===== src/sv/ldl_pkg.sv =====
// Shared types, codes and constants for the lazy deletion list table.
`default_nettype none

package ldl_pkg;

   localparam int DEFAULT_DEPTH = 16;
   localparam int VALUE_W       = 32;
   localparam int COUNT_W       = 5;

   localparam logic MODE_APPEND = 1'b0;
   localparam logic MODE_DELETE = 1'b1;

   localparam logic [1:0] STATUS_DONE     = 2'd0;
   localparam logic [1:0] STATUS_NO_MATCH = 2'd1;
   localparam logic [1:0] STATUS_FULL     = 2'd2;

   typedef struct packed {
      logic                       mode;
      logic signed [VALUE_W-1:0]  value;
   } req_type;

   typedef struct packed {
      logic [1:0]         status;
      logic               compacted;
      logic [COUNT_W-1:0] live_count;
      logic [COUNT_W-1:0] marked_count;
   } rsp_type;

   // controller to datapath
   typedef struct packed {
      logic load;
      logic match;
      logic apply;
      logic squeeze;
   } cmd_type;

   // datapath to controller
   typedef struct packed {
      logic need_squeeze;
      logic marked_zero;
   } sts_type;

endpackage

`default_nettype wire


===== src/sv/ldl_ctrl.sv =====
// Sequencer for the lazy deletion list table: match, apply, squeeze, respond.
`default_nettype none

module ldl_ctrl (
   input  wire logic            clock,
   input  wire logic            reset,
   input  wire logic            start,
   output logic                 busy,
   output logic                 rsp_valid,
   output ldl_pkg::cmd_type     cmd,
   input  wire ldl_pkg::sts_type sts
);
   import ldl_pkg::*;

   typedef enum logic [1:0] {
      ST_IDLE,
      ST_MATCH,
      ST_APPLY,
      ST_SQUEEZE
   } state_type;

   state_type state_ff;
   logic      rsp_valid_ff;

   always_comb begin
      cmd         = '0;
      cmd.load    = (state_ff == ST_IDLE) && start;
      cmd.match   = (state_ff == ST_MATCH);
      cmd.apply   = (state_ff == ST_APPLY);
      cmd.squeeze = (state_ff == ST_SQUEEZE) && !sts.marked_zero;
   end

   assign busy      = (state_ff != ST_IDLE);
   assign rsp_valid = rsp_valid_ff;

   always_ff @(posedge clock) begin
      if (reset) begin
         state_ff     <= ST_IDLE;
         rsp_valid_ff <= 1'b0;
      end else begin
         rsp_valid_ff <= 1'b0;
         case (state_ff)
            ST_IDLE: begin
               if (start) state_ff <= ST_MATCH;
            end
            ST_MATCH: begin
               state_ff <= ST_APPLY;
            end
            ST_APPLY: begin
               if (sts.need_squeeze) begin
                  state_ff <= ST_SQUEEZE;
               end else begin
                  state_ff     <= ST_IDLE;
                  rsp_valid_ff <= 1'b1;
               end
            end
            ST_SQUEEZE: begin
               if (sts.marked_zero) begin
                  state_ff     <= ST_IDLE;
                  rsp_valid_ff <= 1'b1;
               end
            end
            default: begin
               state_ff <= ST_IDLE;
            end
         endcase
      end
   end

endmodule

`default_nettype wire


===== src/sv/ldl_datapath.sv =====
// Cell row, counters and result registers of the lazy deletion list table.
`default_nettype none

module ldl_datapath #(
   parameter int DEPTH = ldl_pkg::DEFAULT_DEPTH
) (
   input  wire logic             clock,
   input  wire logic             reset,
   input  wire ldl_pkg::req_type req_item,
   input  wire ldl_pkg::cmd_type cmd,
   output ldl_pkg::sts_type      sts,
   output ldl_pkg::rsp_type      rsp_item
);
   import ldl_pkg::*;

   localparam int CNT_W = $clog2(DEPTH + 1);

   req_type                   req_ff, req_in;
   logic signed [VALUE_W-1:0] value_ff [DEPTH];
   logic signed [VALUE_W-1:0] value_in [DEPTH];
   logic [DEPTH-1:0]          live_ff, live_in;
   logic [DEPTH-1:0]          occ_ff, occ_in;
   logic [DEPTH-1:0]          hit_ff, hit_in;
   logic [CNT_W-1:0]          occ_count_ff, occ_count_in;
   logic [CNT_W-1:0]          live_cnt_ff, live_cnt_in;
   logic [CNT_W-1:0]          marked_ff, marked_in;
   logic [1:0]                status_ff, status_in;
   logic                      compacted_ff, compacted_in;

   logic [DEPTH-1:0] dead;
   logic [DEPTH-1:0] first_dead;
   logic [DEPTH-1:0] keep;
   logic [DEPTH-1:0] pick;
   logic             found;
   logic             full;
   logic [CNT_W-1:0] live_dec;
   logic [CNT_W-1:0] marked_inc;

   always_comb begin
      dead       = occ_ff & ~live_ff;
      first_dead = dead & (~dead + 1'b1);
      keep       = first_dead - 1'b1;
      pick       = hit_ff & (~hit_ff + 1'b1);
      found      = |hit_ff;
      full       = (occ_count_ff >= CNT_W'(DEPTH));
      live_dec   = live_cnt_ff - 1'b1;
      marked_inc = marked_ff + 1'b1;

      sts.need_squeeze = (req_ff.mode == MODE_DELETE) && found && (live_dec == marked_inc);
      sts.marked_zero  = (marked_ff == '0);

      req_in       = req_ff;
      value_in     = value_ff;
      live_in      = live_ff;
      occ_in       = occ_ff;
      hit_in       = hit_ff;
      occ_count_in = occ_count_ff;
      live_cnt_in  = live_cnt_ff;
      marked_in    = marked_ff;
      status_in    = status_ff;
      compacted_in = compacted_ff;

      if (cmd.load) req_in = req_item;

      if (cmd.match) begin
         for (int i = 0; i < DEPTH; i++) begin
            hit_in[i] = live_ff[i] && (value_ff[i] == req_ff.value);
         end
      end

      if (cmd.apply) begin
         compacted_in = 1'b0;
         status_in    = STATUS_DONE;
         if (req_ff.mode == MODE_APPEND) begin
            if (full) begin
               status_in = STATUS_FULL;
            end else begin
               for (int i = 0; i < DEPTH; i++) begin
                  if (occ_count_ff == CNT_W'(i)) begin
                     value_in[i] = req_ff.value;
                     live_in[i]  = 1'b1;
                     occ_in[i]   = 1'b1;
                  end
               end
               occ_count_in = occ_count_ff + 1'b1;
               live_cnt_in  = live_cnt_ff + 1'b1;
            end
         end else if (!found) begin
            status_in = STATUS_NO_MATCH;
         end else begin
            live_in      = live_ff & ~pick;
            live_cnt_in  = live_dec;
            marked_in    = marked_inc;
            compacted_in = sts.need_squeeze;
         end
      end

      // drop the oldest marked entry and shift everything above it down one
      if (cmd.squeeze) begin
         for (int i = 0; i < DEPTH - 1; i++) begin
            if (!keep[i]) begin
               value_in[i] = value_ff[i+1];
               live_in[i]  = live_ff[i+1];
               occ_in[i]   = occ_ff[i+1];
            end
         end
         if (!keep[DEPTH-1]) begin
            live_in[DEPTH-1] = 1'b0;
            occ_in[DEPTH-1]  = 1'b0;
         end
         occ_count_in = occ_count_ff - 1'b1;
         marked_in    = marked_ff - 1'b1;
      end
   end

   always_ff @(posedge clock) begin
      req_ff   <= req_in;
      value_ff <= value_in;
      hit_ff   <= hit_in;
      status_ff    <= status_in;
      compacted_ff <= compacted_in;
   end

   always_ff @(posedge clock) begin
      if (reset) begin
         live_ff      <= '0;
         occ_ff       <= '0;
         occ_count_ff <= '0;
         live_cnt_ff  <= '0;
         marked_ff    <= '0;
      end else begin
         live_ff      <= live_in;
         occ_ff       <= occ_in;
         occ_count_ff <= occ_count_in;
         live_cnt_ff  <= live_cnt_in;
         marked_ff    <= marked_in;
      end
   end

   always_comb begin
      rsp_item.status       = status_ff;
      rsp_item.compacted    = compacted_ff;
      rsp_item.live_count   = COUNT_W'(live_cnt_ff);
      rsp_item.marked_count = COUNT_W'(marked_ff);
   end

endmodule

`default_nettype wire


===== src/sv/lazy_deletion_list_table.sv =====
// Top level of the lazy deletion list table: sequencer plus cell datapath.
// An accepted item passes through the match and apply states before its result is
//   strobed; a delete that triggers compaction also passes through the squeeze
//   state, one shift pass per marked entry, until no marked entry is left.
// The table takes no new item while busy, and busy holds until the result is strobed.
// Reset (synchronous, active high) empties the table and clears all counts;
//   results are strobed for one cycle and the receiver cannot stall them.
`default_nettype none

module lazy_deletion_list_table #(
   parameter int DEPTH = ldl_pkg::DEFAULT_DEPTH
) (
   input  wire logic             clock,
   input  wire logic             reset,
   input  wire logic             start,
   output logic                  busy,
   input  wire ldl_pkg::req_type req_item,
   output logic                  rsp_valid,
   output ldl_pkg::rsp_type      rsp_item
);
   import ldl_pkg::*;

   // command and status between the sequencer and the datapath
   cmd_type cmd;
   sts_type sts;

   // sequencer: accept the item, step it through match and apply, hold
   // busy through compaction, then fire the result strobe
   ldl_ctrl u_ctrl (
      .clock     (clock),
      .reset     (reset),
      .start     (start),
      .busy      (busy),
      .rsp_valid (rsp_valid),
      .cmd       (cmd),
      .sts       (sts)
   );

   // datapath: row of cells with per-cell compare, lowest-index pick for
   // the oldest live match, and an in-place shift that squeezes out one
   // marked entry per cycle
   ldl_datapath #(
      .DEPTH (DEPTH)
   ) u_datapath (
      .clock    (clock),
      .reset    (reset),
      .req_item (req_item),
      .cmd      (cmd),
      .sts      (sts),
      .rsp_item (rsp_item)
   );

endmodule

`default_nettype wire


===== config.mk =====
export PLATFORM = sky130hd
export DESIGN_NAME = lazy_deletion_list_table
export DESIGN_NICKNAME = d
export VERILOG_FILES = /design/src/sv/ldl_pkg.sv /design/src/sv/ldl_ctrl.sv /design/src/sv/ldl_datapath.sv /design/src/sv/lazy_deletion_list_table.sv
export SDC_FILE = /design/constraint.sdc
export NUM_CORES = 2
export LEC_CHECK = 0
export BUFFER_PORTS_ARGS = -buffer_cell sky130_fd_sc_hd__buf_2
export CAP_MARGIN = 30
export CORE_ASPECT_RATIO = 1.1
export CORE_MARGIN = 4
export CORE_UTILIZATION = 32
export CTS_BUF_LIST = sky130_fd_sc_hd__clkbuf_16
export CTS_CLUSTER_DIAMETER = 40
export CTS_CLUSTER_SIZE = 40
export DETAILED_ROUTE_END_ITERATION = 10
export SETUP_SLACK_MARGIN = 0.15
export SYNTH_ARGS = -nofsm -noshare
export SYNTH_HDL_FRONTEND = slang
export SYNTH_SLANG_ARGS = --single-unit
export TNS_END_PERCENT = 20

===== constraint.sdc =====
create_clock -name clock -period 2.29 [get_ports clock]
set_clock_uncertainty 0.2 [all_clocks]
set_input_delay 0.1145 -clock clock [delete_from_list [all_inputs] [get_ports clock]]
set_output_delay 0.1145 -clock clock [all_outputs]
set_load 0.02 [all_outputs]

==> flow_summary.ini <==
[grt]
grt_overflow = 0
grt_max_degree = 65
grt_pass1_vias = 26100
grt_pass1_wl_um = 163000
antenna_found_initial = 1
track_usage_pct = 20.6

[clock_tree]
clockRootBuffer = clkbuf_16
h-tree-depth = 3
clk_pin_slew_ns = 0.06
cts-buffers-inserted = 103
clkLatencyLatePin_ns = 0.67
cts_tree = built
clock-sinks = 614
clk_path_buf_depth = 3

[placement]
routabilityCongestion = 0.867
dpl.hpwl_um = 73600
dp_slack_ns = -0.373
io_buffers = 50

[detailed_routing]
drt_first_iter_violations = 2485
wl_per_cell_um = 22.4
antenna_left = 0
dr.max_layer_used = met4
drtPass1Iterations = 5
met1_length_um = 48200
totalWireLength_um = 116000
detailroute.wirelength.met2_um = 53900
wl_met3_um = 8230
via_per_inst = 5.31
vias = 27500
post-route-drc-count = 0

[floorplanning]
ios = 51
rows = 119
die_h_um = 335
start_util_pct = 32.4
dieArea_um2 = 102000
core_um2 = 96000
die-width_um = 305

[logic_synthesis]
yosys.area.top_type = dfxtp_1
async_reset_ff_share_pct = 0
synthTopCellsByArea = dfxtp_1 34%, mux2i_1 15%, xnor2_1 12%, edfxtp_1 8.1%, a21oi_1 4.5%
synth.avg_cell_area_um2 = 9.14
ys_types = 73
synthesis.nets = 3447
syn_area_um2 = 31100
synth_top_area_share_pct = 34.1
ys_seq_area_share_pct = 42.3
postSynthCellCount = 3401
synth_enable_flop_cells = 84
synth-main-ff-cell = dfxtp_1
yosys_warnings = 0
synth_seq_cells = 614

[min_path]
holdCritStartpoint = u_datapath.occ_ff[0]
hold_path_depth = 2
holdPathEnd = u_datapath.occ_ff[0]
hp-class = reg2reg

[sta]
layout_setup_ws_ns = -0.131
setup_viol = 54
tightest_slew_ns = 0.589
min_period_over_period_pct = 106
max_freq_mhz = 413
slew_violations = 0
period_minus_slack_ns = 2.42
rsz0062_at_grt = yes
hold_viol_final = 0
timing.slew.headroom_pct = 60.3

[setup_path]
start_kind = flop
reg2reg_setup_slack_ns = -0.13
worstReg2RegStart = u_datapath.hit_ff[11]
crit_type = reg2reg
critPathRequiredTime_ns = 2.66
ff2ff_path_depth = 7
crit_path_max_fanout = 8
worstReg2RegEnd = u_datapath.marked_ff[4]
crit_path_end_kind = flop
arrival_ns = 2.79

[pwr]
power_leakage_uw = 0.0197
swShare_pct = 27.8
clock_power_share_pct = 48.8
power_frac_comb_pct = 12.2
ir_worst_vdd_mv = 0.591
power_density_nw_per_um2 = 723
power_switching_uw = 8930
power_frac_seq_pct = 39.0
internal_power_uw = 23200

[finish]
syn_to_final_growth_pct = 42.8
final_util_pct = 46.2
post_route_cells_drive_above_1_share_pct = 29.9
nNetsFinal = 3874

[run_status]
status = finished, violations left
violations = setup timing

[run]
cap_violations = 0
## worst max path at each step
stage,start,endpoint,slack [ns]
floorplan,u_datapath.marked_ff[0],u_datapath.live_ff[8],0.1
global placement,u_datapath.marked_ff[0],u_datapath.value_ff[117],-0.35
detailed placement,u_datapath.marked_ff[0],u_datapath.value_ff[88],-0.37
CTS,u_datapath.hit_ff[6],u_ctrl.rsp_valid,-0.07
global route,u_datapath.hit_ff[11],u_datapath.marked_ff[4],-0.20
finish,u_datapath.hit_ff[11],u_datapath.marked_ff[4],-0.13
## power by group through the flow
stage          logic, µW  registers (µW)  clock network [µW]
3_5_place_dp        3390           12600                   0
5_1_grt             4170           12600               16300
6_report            3930           12500               15700
3_3_place_gp        3350           12600                   0
4_1_cts             3590           12400               15800
2_1_floorplan       2130           12400                   0
## cell families (layout without fill, tap and decap cells)
logic type / after synthesis / in the layout / synth area share, %
AO/OA/AOI/OAI: 604 / 606 / 10.5
XOR/XNOR: 527 / 527 / 14.9
adder cells (fa/ha/maj): 10 / 10 / 0.403
buffers and inverters: 352 / 866 / 4.98
flip-flops: 614 / 614 / 42.3
multiplexers: 457 / 457 / 14.7
other: 0 / 1 / 0
AND/OR/NAND/NOR: 837 / 839 / 12.3
## through the flow
| step | total power (µW) | instance area, µm² | instances | setup TNS [ns] | hold slack (ns) |
|---|---|---|---|---|---|
| 2_1_floorplan | 14500 | 31100 | 3401 | 0 | 0.0134 |
| 3_3_place_gp | 16000 | 35500 | 4776 | -96.64 | 0.0911 |
| 3_5_place_dp | 16000 | 35500 | 4776 | -96.61 | 0.0926 |
| 4_1_cts | 31800 | 41800 | 5109 | -0.740 | 0.239 |
| 5_1_grt | 33000 | 44400 | 5189 | -10.46 | 0.274 |
| 6_report | 32100 | 44400 | 5190 | -1.98 | 0.272 |
## critical path, stage by stage, from the launching register on
cell and delay, ns:
edfxtp_1 0.39, or4_4 0.63, nor4_4 0.33, buf_4 0.19, a21oi_4 0.10, nand2_2 0.11, mux2_4 0.31, nor2_2 0.07
## cell usage after synthesis (3+ instances only)
cell type	count
xnor2_1	442
a21oi_1	277
a22oi_1	3
a211o_1	3
nor4_1	53
buf_4	7
and3_1	8
xor2_1	85
nand2_1	276
clkbuf_1	139
nor3_1	13
o21ai_0	263
ha_1	10
a211oi_1	5
nor3b_1	7
a221oi_1	3
a221o_1	4
nor2_1	302
buf_2	146
inv_1	44
edfxtp_1	84
buf_1	14
or2_2	3
nor4b_1	3
nand2b_1	6
nand3_1	31
nor2b_1	7
o21ai_1	4
a32oi_1	3
a311oi_1	6
mux2i_1	456
nand4_1	108
a31oi_1	7
dfxtp_1	530
## layer usage
metal | global-route usage (%) | up-vias
met3 | 3.78 | 285
met5 | 0 | -
met4 | 9.36 | 0
met1 | 26.8 | 13500
met2 | 33.2 | 1112
li1 | - | 12600
## layout make-up
type	count	area [µm²]
diodes	1	2.50
fillers	8632	51700
flip-flops and latches	614	13100
multi-input cells	2439	18600
inverters	44	168
repair buffers	626	7360
clock inverters	90	871
clock buffers	106	2650
well taps	1270	1590
## sequential cells by signal, summed over array words and instances (netlist names)
register and count:
u_datapath.req_ff 33, u_datapath.live_cnt_ff 5, u_datapath.compacted_ff 1, u_datapath.status_ff 2
u_datapath.marked_ff 5, u_ctrl.rsp_valid 1, u_datapath.occ_ff 16, u_datapath.live_ff 16
u_datapath.value_ff 512, u_datapath.occ_count_ff 5, u_datapath.hit_ff 16, u_ctrl.state_ff 2
## placed cells by master (no fill, tap or decap), drive strengths merged, types with 8 or more instances in the layout
master	count
buf	537
dfxtp	530
mux2i	456
xnor2	442
nor2	304
a21oi	279
nand2	277
o21ai	269
clkbuf	126
nand4	108
xor2	85
edfxtp	84
inv	78
dlygate4sd3	68
nor4	54
clkinv	36
nand3	31
nor3	13
clkinvlp	12
and3	11
ha	10
bufinv	8
## repair_timing
item,in CTS,in global routing
gates resized for setup,224,443
pin swaps,81,116
hold buffers,68,0
setup buffers,34,55
gates cloned,35,25
setup endpoints to repair,535,549
hold endpoints to repair,107,0
(Power assumes the default switching activity.)
